## src/sv/deqb_pkg.sv

```systemverilog
// ----------------------------------------------------------------------------
// deqb_pkg
// shared types, constants and codes for the double-ended queue buffer
// ----------------------------------------------------------------------------
package deqb_pkg;

	// capacity of the deque in words
	localparam int DEPTH = 16;

	localparam int IDX_W  = $clog2(DEPTH);
	localparam int CNT_W  = $clog2(DEPTH + 1);
	localparam int SUM_W  = IDX_W + 1;
	localparam int WORD_W = 32;
	localparam int OCC_W  = 5;
	localparam int CMD_W  = 2;
	localparam int STAT_W = 2;

	// stream payload widths
	localparam int S_DATA_W = 32;
	localparam int M_DATA_W = 40;

	typedef enum logic [CMD_W-1:0] {
		CMD_PUSH_FRONT = 2'd0,
		CMD_PUSH_BACK  = 2'd1,
		CMD_POP_FRONT  = 2'd2,
		CMD_POP_BACK   = 2'd3
	} cmd_t;

	typedef enum logic [STAT_W-1:0] {
		STAT_OK    = 2'd0,
		STAT_FULL  = 2'd1,
		STAT_EMPTY = 2'd2
	} status_t;

	typedef enum logic [1:0] {
		ST_IDLE = 2'd0,
		ST_EXEC = 2'd1,
		ST_LOAD = 2'd2
	} state_t;

	// controller to datapath commands
	typedef struct packed {
		logic latch_in;
		logic exec;
		logic load_out;
	} ctl_cmd_t;

	// datapath to controller status
	typedef struct packed {
		logic out_free;
	} dp_stat_t;

endpackage

```

## src/sv/deqb_ctrl.sv

```systemverilog
// ----------------------------------------------------------------------------
// deqb_ctrl
// sequencer: take a transaction, run the operation, hand result to output reg
// ----------------------------------------------------------------------------
module deqb_ctrl (
	input  logic                clk,
	input  logic                arst_n,
	input  logic                in_valid,
	output logic                in_ready,
	input  deqb_pkg::dp_stat_t  stat,
	output deqb_pkg::ctl_cmd_t  cmd
);

	deqb_pkg::state_t state_q;
	deqb_pkg::state_t state_nx;

	always_ff @(posedge clk or negedge arst_n) begin
		if (!arst_n) begin
			state_q <= deqb_pkg::ST_IDLE;
		end else begin
			state_q <= state_nx;
		end
	end

	always_comb begin
		state_nx     = state_q;
		in_ready     = 1'b0;
		cmd.latch_in = 1'b0;
		cmd.exec     = 1'b0;
		cmd.load_out = 1'b0;
		case (state_q)
			deqb_pkg::ST_IDLE: begin
				in_ready = 1'b1;
				if (in_valid) begin
					cmd.latch_in = 1'b1;
					state_nx     = deqb_pkg::ST_EXEC;
				end
			end
			deqb_pkg::ST_EXEC: begin
				cmd.exec = 1'b1;
				state_nx = deqb_pkg::ST_LOAD;
			end
			deqb_pkg::ST_LOAD: begin
				if (stat.out_free) begin
					cmd.load_out = 1'b1;
					state_nx     = deqb_pkg::ST_IDLE;
				end
			end
			default: begin
				state_nx = deqb_pkg::ST_IDLE;
			end
		endcase
	end

endmodule

```

## src/sv/deqb_dpath.sv

```systemverilog
// ----------------------------------------------------------------------------
// deqb_dpath
// circular buffer store, head pointer, fill counter and output register
// ----------------------------------------------------------------------------
module deqb_dpath (
	input  logic                              clk,
	input  logic                              arst_n,
	input  deqb_pkg::ctl_cmd_t                cmd,
	output deqb_pkg::dp_stat_t                stat,
	input  logic [deqb_pkg::CMD_W-1:0]        in_cmd,
	input  logic signed [deqb_pkg::WORD_W-1:0] in_word,
	output logic                              out_valid,
	input  logic                              out_ready,
	output logic signed [deqb_pkg::WORD_W-1:0] out_value,
	output logic [deqb_pkg::STAT_W-1:0]       out_status,
	output logic [deqb_pkg::OCC_W-1:0]        out_occ
);

	localparam int IDX_W  = deqb_pkg::IDX_W;
	localparam int CNT_W  = deqb_pkg::CNT_W;
	localparam int SUM_W  = deqb_pkg::SUM_W;
	localparam int WORD_W = deqb_pkg::WORD_W;
	localparam int DEPTH  = deqb_pkg::DEPTH;

	logic [WORD_W-1:0] mem [DEPTH];

	deqb_pkg::cmd_t          cmd_q;
	logic [WORD_W-1:0]       word_q;
	logic [IDX_W-1:0]        head_q;
	logic [CNT_W-1:0]        cnt_q;
	logic [WORD_W-1:0]       rd_data_q;
	deqb_pkg::status_t       stat_q;
	logic                    pop_ok_q;

	logic                    out_valid_q;
	logic [WORD_W-1:0]       out_value_q;
	deqb_pkg::status_t       out_status_q;
	logic [deqb_pkg::OCC_W-1:0] out_occ_q;

	logic                    full;
	logic                    empty;
	logic                    is_pop;
	logic [IDX_W-1:0]        head_dec;
	logic [IDX_W-1:0]        head_inc;
	logic [CNT_W-1:0]        back_off;
	logic [SUM_W-1:0]        back_sum;
	logic [IDX_W-1:0]        back_slot;

	logic [IDX_W-1:0]        slot;
	logic                    mem_we;
	logic                    pop_ok;
	deqb_pkg::status_t       exec_stat;
	logic [IDX_W-1:0]        head_nx;
	logic [CNT_W-1:0]        cnt_nx;

	// input latch
	always_ff @(posedge clk) begin
		if (cmd.latch_in) begin
			cmd_q  <= deqb_pkg::cmd_t'(in_cmd);
			word_q <= in_word;
		end
	end

	assign full   = (cnt_q == CNT_W'(DEPTH));
	assign empty  = (cnt_q == '0);
	assign is_pop = (cmd_q == deqb_pkg::CMD_POP_FRONT) || (cmd_q == deqb_pkg::CMD_POP_BACK);

	// pointer arithmetic, wraps at DEPTH
	assign head_dec = (head_q == '0) ? IDX_W'(DEPTH - 1) : head_q - 1'b1;
	assign head_inc = (head_q == IDX_W'(DEPTH - 1)) ? '0 : head_q + 1'b1;
	assign back_off = is_pop ? cnt_q - 1'b1 : cnt_q;
	assign back_sum = SUM_W'(head_q) + SUM_W'(back_off);
	assign back_slot = (back_sum >= SUM_W'(DEPTH)) ? IDX_W'(back_sum - SUM_W'(DEPTH))
	                                              : IDX_W'(back_sum);

	always_comb begin
		slot      = head_q;
		mem_we    = 1'b0;
		pop_ok    = 1'b0;
		exec_stat = deqb_pkg::STAT_OK;
		head_nx   = head_q;
		cnt_nx    = cnt_q;
		case (cmd_q)
			deqb_pkg::CMD_PUSH_FRONT: begin
				if (full) begin
					exec_stat = deqb_pkg::STAT_FULL;
				end else begin
					slot    = head_dec;
					mem_we  = 1'b1;
					head_nx = head_dec;
					cnt_nx  = cnt_q + 1'b1;
				end
			end
			deqb_pkg::CMD_PUSH_BACK: begin
				if (full) begin
					exec_stat = deqb_pkg::STAT_FULL;
				end else begin
					slot   = back_slot;
					mem_we = 1'b1;
					cnt_nx = cnt_q + 1'b1;
				end
			end
			deqb_pkg::CMD_POP_FRONT: begin
				if (empty) begin
					exec_stat = deqb_pkg::STAT_EMPTY;
				end else begin
					slot    = head_q;
					pop_ok  = 1'b1;
					head_nx = head_inc;
					cnt_nx  = cnt_q - 1'b1;
				end
			end
			deqb_pkg::CMD_POP_BACK: begin
				if (empty) begin
					exec_stat = deqb_pkg::STAT_EMPTY;
				end else begin
					slot   = back_slot;
					pop_ok = 1'b1;
					cnt_nx = cnt_q - 1'b1;
				end
			end
			default: begin
				exec_stat = deqb_pkg::STAT_OK;
			end
		endcase
	end

	// single-port store, registered read
	always_ff @(posedge clk) begin
		if (cmd.exec && mem_we) begin
			mem[slot] <= word_q;
		end
		if (cmd.exec) begin
			rd_data_q <= mem[slot];
		end
	end

	always_ff @(posedge clk or negedge arst_n) begin
		if (!arst_n) begin
			head_q <= '0;
			cnt_q  <= '0;
		end else if (cmd.exec) begin
			head_q <= head_nx;
			cnt_q  <= cnt_nx;
		end
	end

	always_ff @(posedge clk) begin
		if (cmd.exec) begin
			stat_q   <= exec_stat;
			pop_ok_q <= pop_ok;
		end
	end

	// output register
	always_ff @(posedge clk or negedge arst_n) begin
		if (!arst_n) begin
			out_valid_q <= 1'b0;
		end else if (cmd.load_out) begin
			out_valid_q <= 1'b1;
		end else if (out_ready) begin
			out_valid_q <= 1'b0;
		end
	end

	always_ff @(posedge clk) begin
		if (cmd.load_out) begin
			out_value_q  <= pop_ok_q ? rd_data_q : '0;
			out_status_q <= stat_q;
			out_occ_q    <= deqb_pkg::OCC_W'(cnt_q);
		end
	end

	assign stat.out_free = !out_valid_q || out_ready;
	assign out_valid     = out_valid_q;
	assign out_value     = out_value_q;
	assign out_status    = out_status_q;
	assign out_occ       = out_occ_q;

	a_cnt_range: assert property (@(posedge clk) disable iff (!arst_n)
		cnt_q <= CNT_W'(DEPTH))
		else $error("fill count above capacity");

	a_head_range: assert property (@(posedge clk) disable iff (!arst_n)
		head_q <= IDX_W'(DEPTH - 1))
		else $error("head pointer out of range");

	a_push_count: assert property (@(posedge clk) disable iff (!arst_n)
		cmd.exec && mem_we |=> cnt_q == $past(cnt_q) + 1'b1)
		else $error("push did not grow fill count");

	a_pop_count: assert property (@(posedge clk) disable iff (!arst_n)
		cmd.exec && pop_ok |=> cnt_q == $past(cnt_q) - 1'b1)
		else $error("pop did not shrink fill count");

	a_load_free: assert property (@(posedge clk) disable iff (!arst_n)
		cmd.load_out |-> (!out_valid_q || out_ready))
		else $error("output register overwritten before taken");

endmodule

```

## src/sv/double_ended_queue_buffer_top.sv

```systemverilog
// ----------------------------------------------------------------------------
// double_ended_queue_buffer_top
// fixed-capacity deque of signed 32-bit words with push/pop at both ends
// ----------------------------------------------------------------------------
//
// channel   dir  handshake                    payload
// s_axis    in   s_axis_tvalid/s_axis_tready  tuser = cmd, tdata = push_value
// m_axis    out  m_axis_tvalid/m_axis_tready  tuser = status,
//                                             tdata = pop_value, occupancy
//
// each transaction passes in turn through latch, execute (one store access) and load of
// the output register; the single store port and the sequencer set the pace
// the input is taken again as soon as the result sits in the output register,
// so a stalled output holds back at most one further transaction
// reset clears head pointer, fill count, sequencer and output valid; the store
// itself holds no reset and needs no clearing pass
// ----------------------------------------------------------------------------
module double_ended_queue_buffer_top (
	input  logic                              clk,
	input  logic                              arst_n,

	input  logic                              s_axis_tvalid,
	output logic                              s_axis_tready,
	// [31:0] push_value
	input  logic [deqb_pkg::S_DATA_W-1:0]     s_axis_tdata,
	// [1:0] cmd
	input  logic [deqb_pkg::CMD_W-1:0]        s_axis_tuser,

	output logic                              m_axis_tvalid,
	input  logic                              m_axis_tready,
	// [31:0] pop_value, [36:32] occupancy, [39:37] zero
	output logic [deqb_pkg::M_DATA_W-1:0]     m_axis_tdata,
	// [1:0] status
	output logic [deqb_pkg::STAT_W-1:0]       m_axis_tuser
);

	localparam int PAD_W = deqb_pkg::M_DATA_W - deqb_pkg::WORD_W - deqb_pkg::OCC_W;

	// controller <-> datapath
	deqb_pkg::ctl_cmd_t cmd;
	deqb_pkg::dp_stat_t stat;

	// result fields from the output register
	logic signed [deqb_pkg::WORD_W-1:0] pop_value;
	logic [deqb_pkg::STAT_W-1:0]        status;
	logic [deqb_pkg::OCC_W-1:0]         occupancy;

	// sequencer: idle -> exec -> load, input ready only while idle
	deqb_ctrl u_ctrl (
		.clk      (clk),
		.arst_n   (arst_n),
		.in_valid (s_axis_tvalid),
		.in_ready (s_axis_tready),
		.stat     (stat),
		.cmd      (cmd)
	);

	// store, pointers and output register
	deqb_dpath u_dpath (
		.clk        (clk),
		.arst_n     (arst_n),
		.cmd        (cmd),
		.stat       (stat),
		.in_cmd     (s_axis_tuser),
		.in_word    (s_axis_tdata[deqb_pkg::WORD_W-1:0]),
		.out_valid  (m_axis_tvalid),
		.out_ready  (m_axis_tready),
		.out_value  (pop_value),
		.out_status (status),
		.out_occ    (occupancy)
	);

	// pack result, pop_value lowest, zero fill to whole bytes
	assign m_axis_tdata = {{PAD_W{1'b0}}, occupancy, pop_value};
	assign m_axis_tuser = status;

endmodule

```

## config.mk

```make
export PLATFORM = sky130hd
export DESIGN_NAME = double_ended_queue_buffer_top
export DESIGN_NICKNAME = d
export VERILOG_FILES = /design/src/sv/deqb_pkg.sv /design/src/sv/deqb_ctrl.sv /design/src/sv/deqb_dpath.sv /design/src/sv/double_ended_queue_buffer_top.sv
export SDC_FILE = /design/constraint.sdc
export NUM_CORES = 1
export LEC_CHECK = 0
export BUFFER_PORTS_ARGS = -buffer_cell sky130_fd_sc_hd__buf_2
export CORE_MARGIN = 5
export CORE_UTILIZATION = 51
export DETAILED_ROUTE_END_ITERATION = 12
export GPL_TIMING_DRIVEN = 1
export PLACE_DENSITY = 0.79
export SYNTH_ARGS = -nofsm -noshare
export SYNTH_HDL_FRONTEND = slang
export SYNTH_SLANG_ARGS = --single-unit
```

## constraint.sdc

```tcl
create_clock -name clk -period 5.5 [get_ports clk]
set_input_delay 0.55 -clock clk [delete_from_list [all_inputs] [get_ports clk]]
set_output_delay 0.55 -clock clk [all_outputs]
set_load 0.01 [all_outputs]
```

==> flow_summary.ini, run 1 <==
[run_status]
outcome = finished clean

[sta]
rsz0062_at_grt = no
skew_ps = 22.2
clock.fmax_mhz = 214
hold_viol = 0
tightest_slew_ps = 1100
maxSlewViolCount = 0
finalSetupViolCount = 0
period_needed_ps = 4680
fin_crit_sh = 0.851
finalSetupTns_ps = 0
slew_headroom = 0.268

[power_and_ir_drop]
peakVddDrop_uv = 918
p_per_area_nw_per_um2 = 603
p_leak_nw = 9.91

[floorplan]
rows = 81
ios = 82
initial_utilization = 0.514
die_w_um = 232
die_area_sq_um = 53800
core_sq_um = 48800
die_h_um = 232

[route]
vias_per_cell = 5.87
vias = 14400
drt_wl_total_um = 55400
drtAntennaViolNets = 0
drt_pre_antenna_iters = 5
drc = 0
wl_per_cell_um = 22.5
drt-initial-drc-count = 1598

[layout]
diodes = 0
fill_cells = 3627
final_cells = 2459
final_layout_size_suffix_gt1_frac = 0.139
fin_nets = 1795
stdcell_area_sq_um = 28400
area_growth_pct = 13.2

[placement]
placed_area_sq_um = 26400
post-dp-hpwl_um = 30200
dp.cells = 2346
place.gp.congestion = 0.859
portBuffers = 78

[yosys]
synth_edf_count = 620
synth_seq_cells = 632
yosys_warnings = 0
synth_cells = 1674
syn-mean-instance-area_sq_um = 15.0
ys_types = 60
netlist_area_sq_um = 25100
synthArstFlopShare = 0.0190
synthFlopType = edfxtp_1
yosysSeqAreaShare = 0.754

[global_route]
grt_pass1_vias = 14400
grtUsageTotal = 0.204
grt_max_degree = 179
antenna_found_initial = 0
grt_pass1_wl_um = 84800
grt-ovfl-total = 0

[setup_path]
worst-setup-path-type = register to register
worst-path-max-fanout = 21
cp-end-kind = register
cp.required_ps = 5770
start_kind = register
critPathArrivalTime_ps = 4960

[clock_tree]
cts_tree = done
root_buffer = clkbuf_16
cts_made_buffers = 60
cts-htree-levels = 2
cts_resized = 0
path_clk_slew_ps = 60
cts_setup_buffers = 0
worst_skew_pair.late_latency_ps = 630
cts_hold_buf = 1
clk_path_buf_depth = 3
cts.sinks = 632

[hold_path]
hold_path.class = input pin to register

[flow_run]
cap_violations = 0
cell type report:
class	instances	area (sq um)	area share
flip-flops and latches	632	18900	0.666
multi-input cells	922	5780	0.203
clock buffers	78	1580	0.0556
well taps	664	831	0.0292
repair buffers	116	816	0.0287
clock inverters	34	438	0.0154
inverters	13	48.8	0.00172
flip-flops by register name (all words and copies together) (netlist names), 2 cells and up:
register	flops
u_dpath.head_q	4
u_dpath.stat_q	2
u_ctrl.state_q	2
u_dpath.word_q	32
u_dpath.out_status	2
u_dpath.mem	512
u_dpath.cmd_q	2
u_dpath.cnt_q	5
u_dpath.rd_data_q	32
u_dpath.out_occ	5
u_dpath.out_value	32
per-stage QoR:
step                      worst slack, ps  hold WS (ps)  total power [mW]  utilization
after floorplan                       224           254              11.2            -
after global placement               1030           404              12.8        0.540
after detailed placement              908           427              12.9        0.540
after CTS                             867          62.0              17.2        0.582
after global routing                  586          76.1              18.0        0.582
final                                 817          97.6              17.1        0.582
synthesized netlist by cell type, drive strengths merged (3+ instances only):
| cell | count | area (sq um) |
|---|---|---|
| nor3 | 6 | 41.3 |
| nor2 | 37 | 141 |
| and2 | 34 | 213 |
| ha | 11 | 138 |
| a22oi | 12 | 90.1 |
| a211oi | 51 | 383 |
| nor4 | 4 | 55.1 |
| nand2 | 316 | 1190 |
| or3 | 3 | 18.8 |
| buf | 75 | 432 |
| clkbuf | 34 | 129 |
| dfrtp | 12 | 300 |
| mux2 | 9 | 101 |
| inv | 13 | 48.8 |
| mux2i | 128 | 1280 |
| o21ai | 21 | 109 |
| xor2 | 4 | 35.0 |
| o22ai | 11 | 68.8 |
| or3b | 3 | 26.3 |
| a21o | 4 | 30.0 |
| a21oi | 59 | 299 |
| edfxtp | 620 | 18600 |
| a31oi | 44 | 275 |
| nand2b | 5 | 31.3 |
| nand4 | 41 | 257 |
| a221oi | 3 | 26.3 |
| nand3 | 23 | 115 |
| and3 | 66 | 413 |
| xnor2 | 5 | 43.8 |
worst max-delay path, cell delays in order, from the launching register on:
cell and delay [ps]:
edfxtp_1 830, nor2_1 180, a21o_1 210, ha_1 280, a21o_1 180, a21oi_1 180, xnor2_1 140, o21ai_1 150
a21oi_1 310, o221a_2 590, nand2_1 370, nor2_4 450, buf_4 450
cell families (layout without fill, tap and decap cells):
family | Yosys count | in the layout | share of synthesized area
fa+ha+maj | 12 | 12 | 0.00628
xor+xnor | 9 | 9 | 0.00314
flops | 632 | 632 | 0.754
other cells | 1 | 3 | 0.000149
compound gates | 213 | 213 | 0.0541
buf+inv | 122 | 241 | 0.0243
simple gates | 548 | 548 | 0.103
mux | 137 | 137 | 0.0551
cells in the final DEF (no fill, tap or decap), types with 16 or more instances in the layout:
cell type / instances
a211oi_1: 51
a21oi_1: 58
a31oi_1: 44
and2_1: 33
and3_1: 66
buf_2: 78
buf_4: 26
clkbuf_1: 17
clkbuf_16: 60
edfxtp_1: 620
mux2i_1: 128
nand2_1: 314
nand3_1: 23
nand4_1: 41
nor2_1: 20
nor2_4: 16
o21ai_0: 18
where the power goes:
part / internal (mW) / switching [mW] / total, mW / leakage [nW]
Clock: 2.49 / 1.73 / 4.22 / 0.971
Combinational: 2.29 / 4.24 / 6.53 / 3.18
Sequential: 6.03 / 0.352 / 6.39 / 5.76
Total: 10.8 / 6.32 / 17.1 / 9.91
per-layer routing:
layer | track usage | vias up | part of all wire
met3 | 0.0311 | 116 | 0.072
met5 | 0 | - | 0
met4 | 0.0646 | 0 | 0.028
met1 | 0.274 | 7205 | 0.40
met2 | 0.345 | 660 | 0.50
li1 | - | 6454 | -
final timing paths:
kind | startpoint | end | slack [ps] | cells after the start
setup / recovery | u_dpath.cmd_q[1] | u_dpath.mem[8][4] | 820 | 12
hold / removal | s_axis_tdata[22] | u_dpath.word_q[22] | 100 | 1
setup reg to reg | u_dpath.cmd_q[1] | u_dpath.mem[8][4] | 820 | 12
hold reg to reg | u_dpath.stat_q[0] | u_dpath.out_status[0] | 440 | 0
max in group asynchronous | arst_n | u_dpath.head_q[2] | 4900 | 2
min in group asynchronous | arst_n | u_ctrl.state_q[0] | 380 | 2
No activity file was read; power rests on OpenSTA's default activity.
==> run 2, diff against run 1 <==
--- a/config.mk
+++ b/config.mk
@@ -7,10 +7,10 @@
 export LEC_CHECK = 0
 export BUFFER_PORTS_ARGS = -buffer_cell sky130_fd_sc_hd__buf_2
 export CORE_MARGIN = 5
-export CORE_UTILIZATION = 51
+export CORE_UTILIZATION = 36
 export DETAILED_ROUTE_END_ITERATION = 12
 export GPL_TIMING_DRIVEN = 1
-export PLACE_DENSITY = 0.79
+export PLACE_DENSITY = 0.62
 export SYNTH_ARGS = -nofsm -noshare
 export SYNTH_HDL_FRONTEND = slang
 export SYNTH_SLANG_ARGS = --single-unit
==> flow_summary.ini, run 2 (synthesis gave the netlist of run 1 again) <==
[layout]
ff_latch_area_sq_um = 18900
layout_common_cells = 620 x edfxtp_1, 314 x nand2_1, 128 x mux2i_1
area_growth_pct = 14.6
fin_nets = 1796
regMostFlops = u_dpath.mem
final_layout_size_suffix_gt1_frac = 0.138
fill_cells = 6126
multi_input_area_sq_um = 5780
final_common_cell = edfxtp_1
largest_reg_flops = 512

[placement]
place.gp.congestion = 0.767
post-dp-hpwl_um = 33500
portBuffers = 78

[route]
drtAntennaViolNets = 0
drt-initial-drc-count = 1222
drc = 0
drt_pre_antenna_iters = 5
vias_per_cell = 5.12
wl_per_cell_um = 21.5
drt_wl_total_um = 58500
vias = 13900

[hold_path]
whs_path_depth = 1
hold_path.startpoint = s_axis_tdata[6]
holdPathEnd = u_dpath.word_q[6]
hold_path.class = input pin to register

[global_route]
grt_max_degree = 117
grt_pass1_vias = 14200
grt_pass1_wl_um = 89100
grtUsageTotal = 0.154
grt-ovfl-total = 0
antenna_found_initial = 4

[floorplan]
ios = 82
die_area_sq_um = 75100
initial_utilization = 0.365
core_sq_um = 68800
die_h_um = 274
die_w_um = 274
rows = 96

[clock_tree]
cts-htree-levels = 2
path_clk_slew_ps = 60
clk_path_buf_depth = 3
cts_tree = done
worst_skew_pair.late_latency_ps = 630
cts_made_buffers = 61
root_buffer = clkbuf_16
cts_resized = 0
cts.sinks = 632

[setup_path]
reg2reg_from = u_dpath.cnt_q[0]
start_kind = register
worst-path-buf-inv = 3
slowest_stage = nor2_4
max_stage_delay_ps = 670
worst-setup-path-type = register to register
worstPathCellList = inv_1, ha_1, inv_1, a21o_1, ha_1, a21o_1, a21oi_1, xnor2_1, o21ai_1, a21oi_1, o221a_2, nand2_1, nor2_4, buf_4
worstSetupStartpoint = u_dpath.cnt_q[0]
cp-end-kind = register
rr_endpoint = u_dpath.mem[8][20]
worstRegToRegCells = 14
crit_family = compound AO/OA/AOI/OAI gates
cp.required_ps = 5830
critPathArrivalTime_ps = 4930
worst-path-max-fanout = 21
reg2reg_slack_ps = 900

[sta]
fin_crit_sh = 0.837
slew_headroom = 0.476
tightest_slew_ps = 786
hold_viol = 0
rsz0062_at_grt = no
skew_ps = 14.6
finalSetupViolCount = 0
finalSetupTns_ps = 0
clock.fmax_mhz = 217
maxSlewViolCount = 0
holdWs_ps = 94.4
period_needed_ps = 4600

[power_and_ir_drop]
p_leak_nw = 9.90
p_per_area_nw_per_um2 = 597
peakVddDrop_uv = 547

[flow_run]
cap_violations = 0

[run_status]
outcome = finished clean
-- run 2: metrics by stage --
step / area (sq um) / power [mW] / utilization / cells / setup WS [ps]
after floorplan: 25100 / 11.2 / - / 1676 / 224
after global placement: 26800 / 13.1 / 0.389 / 2613 / 944
after detailed placement: 26800 / 13.2 / 0.389 / 2613 / 879
after CTS: 28800 / 17.4 / 0.418 / 2724 / 883
after global routing: 28800 / 18.2 / 0.418 / 2724 / 651
final: 28800 / 17.2 / 0.418 / 2725 / 897
-- run 2: area by class of cell --
type / count / share of cell area
diodes: 1 / 0.0000870
clock buffers: 73 / 0.0554
clock inverters: 37 / 0.0134
inverters: 13 / 0.00170
multi-input cells: 922 / 0.201
flip-flops and latches: 632 / 0.658
well taps: 931 / 0.0405
repair buffers: 116 / 0.0301
-- run 2: metal layers --
layer,vias up,track usage,wire [um],part of all wire
li1,6462,-,-,-
met1,6988,0.200,24100,0.41
met2,407,0.267,29800,0.51
met3,87,0.0245,3230,0.055
met4,4,0.0462,1420,0.024
met5,-,0,27,0.00046
-- run 2: worst register-to-register path: stages (launching register included) --
cell and delay (ps):
dfrtp_1 420, inv_1 140, ha_1 330, inv_1 40
a21o_1 180, ha_1 260, a21o_1 170, a21oi_1 170
xnor2_1 140, o21ai_1 170, a21oi_1 320, o221a_2 600
nand2_1 380, nor2_4 670, buf_4 310
-- run 2: timing repair --
item,4_1_cts,5_1_grt
hold buffers,1,0
hold endpoints to repair,12,0
setup endpoints to repair,0,0
buffers inserted,0,0
-- run 2: worst max path at each step --
stage	to	cells past startpoint	slack, ps
6_report	u_dpath.mem[8][20]	14	900
5_1_grt	u_dpath.mem[8][21]	14	650
4_1_cts	u_dpath.mem[8][20]	14	880
3_5_place_dp	u_dpath.mem[8][15]	14	880
3_3_place_gp	u_dpath.mem[8][15]	14	940
2_1_floorplan	u_dpath.mem[10][0]	18	220
-- run 2: where the power goes --
group          switching (mW)  internal (mW)  leakage, nW
Sequential              0.341           6.03         5.76
Clock                    1.75           2.38        0.948
Combinational            4.38           2.28         3.19
==> run 3, diff against run 2 <==
==> constraint.sdc (replaced) <==
create_clock -name clk -period 4 [get_ports clk]
set_input_delay 0.4 -clock clk [delete_from_list [all_inputs] [get_ports clk]]
set_output_delay 0.4 -clock clk [all_outputs]
set_load 0.01 [all_outputs]
==> flow_summary.ini, run 3 (synthesis gave the netlist of run 1 again) <==
[run_status]
outcome = finished clean

[floorplan]
ios = 82
rows = 96
initial_utilization = 0.365
die_w_um = 274
die_h_um = 274
core_sq_um = 68800
die_area_sq_um = 75100

[sta]
rsz0062_at_grt = yes
holdWs_ps = 112
hold_viol = 0
maxSlewViolCount = 0
fin_crit_sh = 0.950
period_needed_ps = 3800
finalSetupViolCount = 0
skew_ps = 22.2
slew_headroom = 0.249
finalWorstSetupSlack_ps = 202
tightest_slew_ps = 1130
finalSetupTns_ps = 0
clock.fmax_mhz = 263

[setup_path]
worstPathCellList = inv_1, ha_1, inv_1, a21o_1, inv_1, fa_1, xnor2_1, mux2i_1, a21oi_2, buf_4, a2bb2oi_4, buf_12, nand2_1, nor2_4, buf_12
cp-end-kind = register
start_kind = register
slowest_stage = dfrtp_1
cp.required_ps = 4280
max_stage_delay_ps = 410
worst-path-max-fanout = 27
cpMostUsedCell = inv_1
critPathArrivalTime_ps = 4080
worst-setup-path-type = register to register

[route]
vias_per_cell = 5.15
vias = 14600
drtAntennaViolNets = 0
drc = 0
drt_wl_total_um = 59900
drt-initial-drc-count = 1255
drt_pre_antenna_iters = 7
wl_per_cell_um = 21.1

[power_and_ir_drop]
p_leak_nw = 10.5
peakVddDrop_uv = 589
finalPower_mw = 25.3
p_per_area_nw_per_um2 = 844

[flow_run]
cap_violations = 0

[clock_tree]
worst_skew_pair.late_latency_ps = 600
cts_tree = done
cts_made_buffers = 67
cts.sinks = 632
cts-htree-levels = 3
path_clk_slew_ps = 60
root_buffer = clkbuf_16
clk_path_buf_depth = 3

[layout]
regMostFlops = u_dpath.mem
fill_cells = 6019
layout_common_cells = 620 x edfxtp_1, 312 x nand2_1, 126 x mux2i_1
area_growth_pct = 19.7
fin_nets = 1902
largest_reg_flops = 512
final_common_cell = edfxtp_1
final_layout_size_suffix_gt1_frac = 0.176

[global_route]
grt_max_degree = 52
grt_pass1_vias = 14800
grt_pass1_wl_um = 89800
antenna_found_initial = 1
grt-ovfl-total = 0
grtUsageTotal = 0.155

[placement]
portBuffers = 78
dp_slack_ps = 143
place.gp.congestion = 0.792
post-dp-hpwl_um = 35100

[hold_path]
hold_path.class = input pin to register
-- run 3: cell type report --
type,instances,area (sq um),area share
clock buffers,91,1850,0.0616
well taps,931,1160,0.0388
diodes,1,2.50,0.0000833
flip-flops and latches,632,18900,0.630
inverters,13,48.8,0.00162
multi-input cells,923,5860,0.195
repair buffers,215,1930,0.0641
clock inverters,28,270,0.00900
-- run 3: where the power goes --
part | switching (mW) | internal, mW | total [mW]
Clock | 2.50 | 3.52 | 6.02
Combinational | 6.44 | 4.14 | 10.6
Sequential | 0.451 | 8.30 | 8.75
-- run 3: worst paths after layout --
check                           slack [ps]               from  cells past startpoint               endpoint
worst max-delay path                   200   u_dpath.cnt_q[1]                     15      u_dpath.mem[9][6]
min in group asynchronous              230             arst_n                      2      u_dpath.out_valid
worst min-delay path                   110      m_axis_tready                      3      u_dpath.out_valid
max in group asynchronous             3550             arst_n                      2       u_dpath.cnt_q[2]
worst min register to register         420  u_dpath.stat_q[1]                      0  u_dpath.out_status[1]
worst max register to register         200   u_dpath.cnt_q[1]                     15      u_dpath.mem[9][6]
-- run 3: per-layer routing --
metal / track usage / routed length [um]
met5: 0 / 0
met4: 0.0455 / 1210
met3: 0.0241 / 3180
met2: 0.263 / 29700
met1: 0.207 / 25900
-- run 3: timing repair --
action | in CTS | in global routing
hold buffers | 36 | 0
setup buffers | 0 | 2
setup endpoints to repair | 0 | 162
resized for setup | 0 | 12
hold endpoints to repair | 47 | 0
-- run 3: through the flow --
step | util | std cells | area [sq um]
final | 0.437 | 2834 | 30000
after detailed placement | 0.398 | 2673 | 27400
after global routing | 0.437 | 2833 | 30000
after CTS | 0.434 | 2828 | 29900
after floorplan | - | 1676 | 25300
after global placement | 0.398 | 2673 | 27400
-- run 3: critical path: cells and delay by family, from the launching register on --
kind / cells / cell delay [ps]
buffers and inverters: 6 / 930
adders and majority gates: 2 / 710
and+or+nand+nor: 2 / 570
AOI/OAI and AO/OA: 3 / 500
DFF: 1 / 410
muxes: 1 / 190
xor gates and xnor gates: 1 / 170
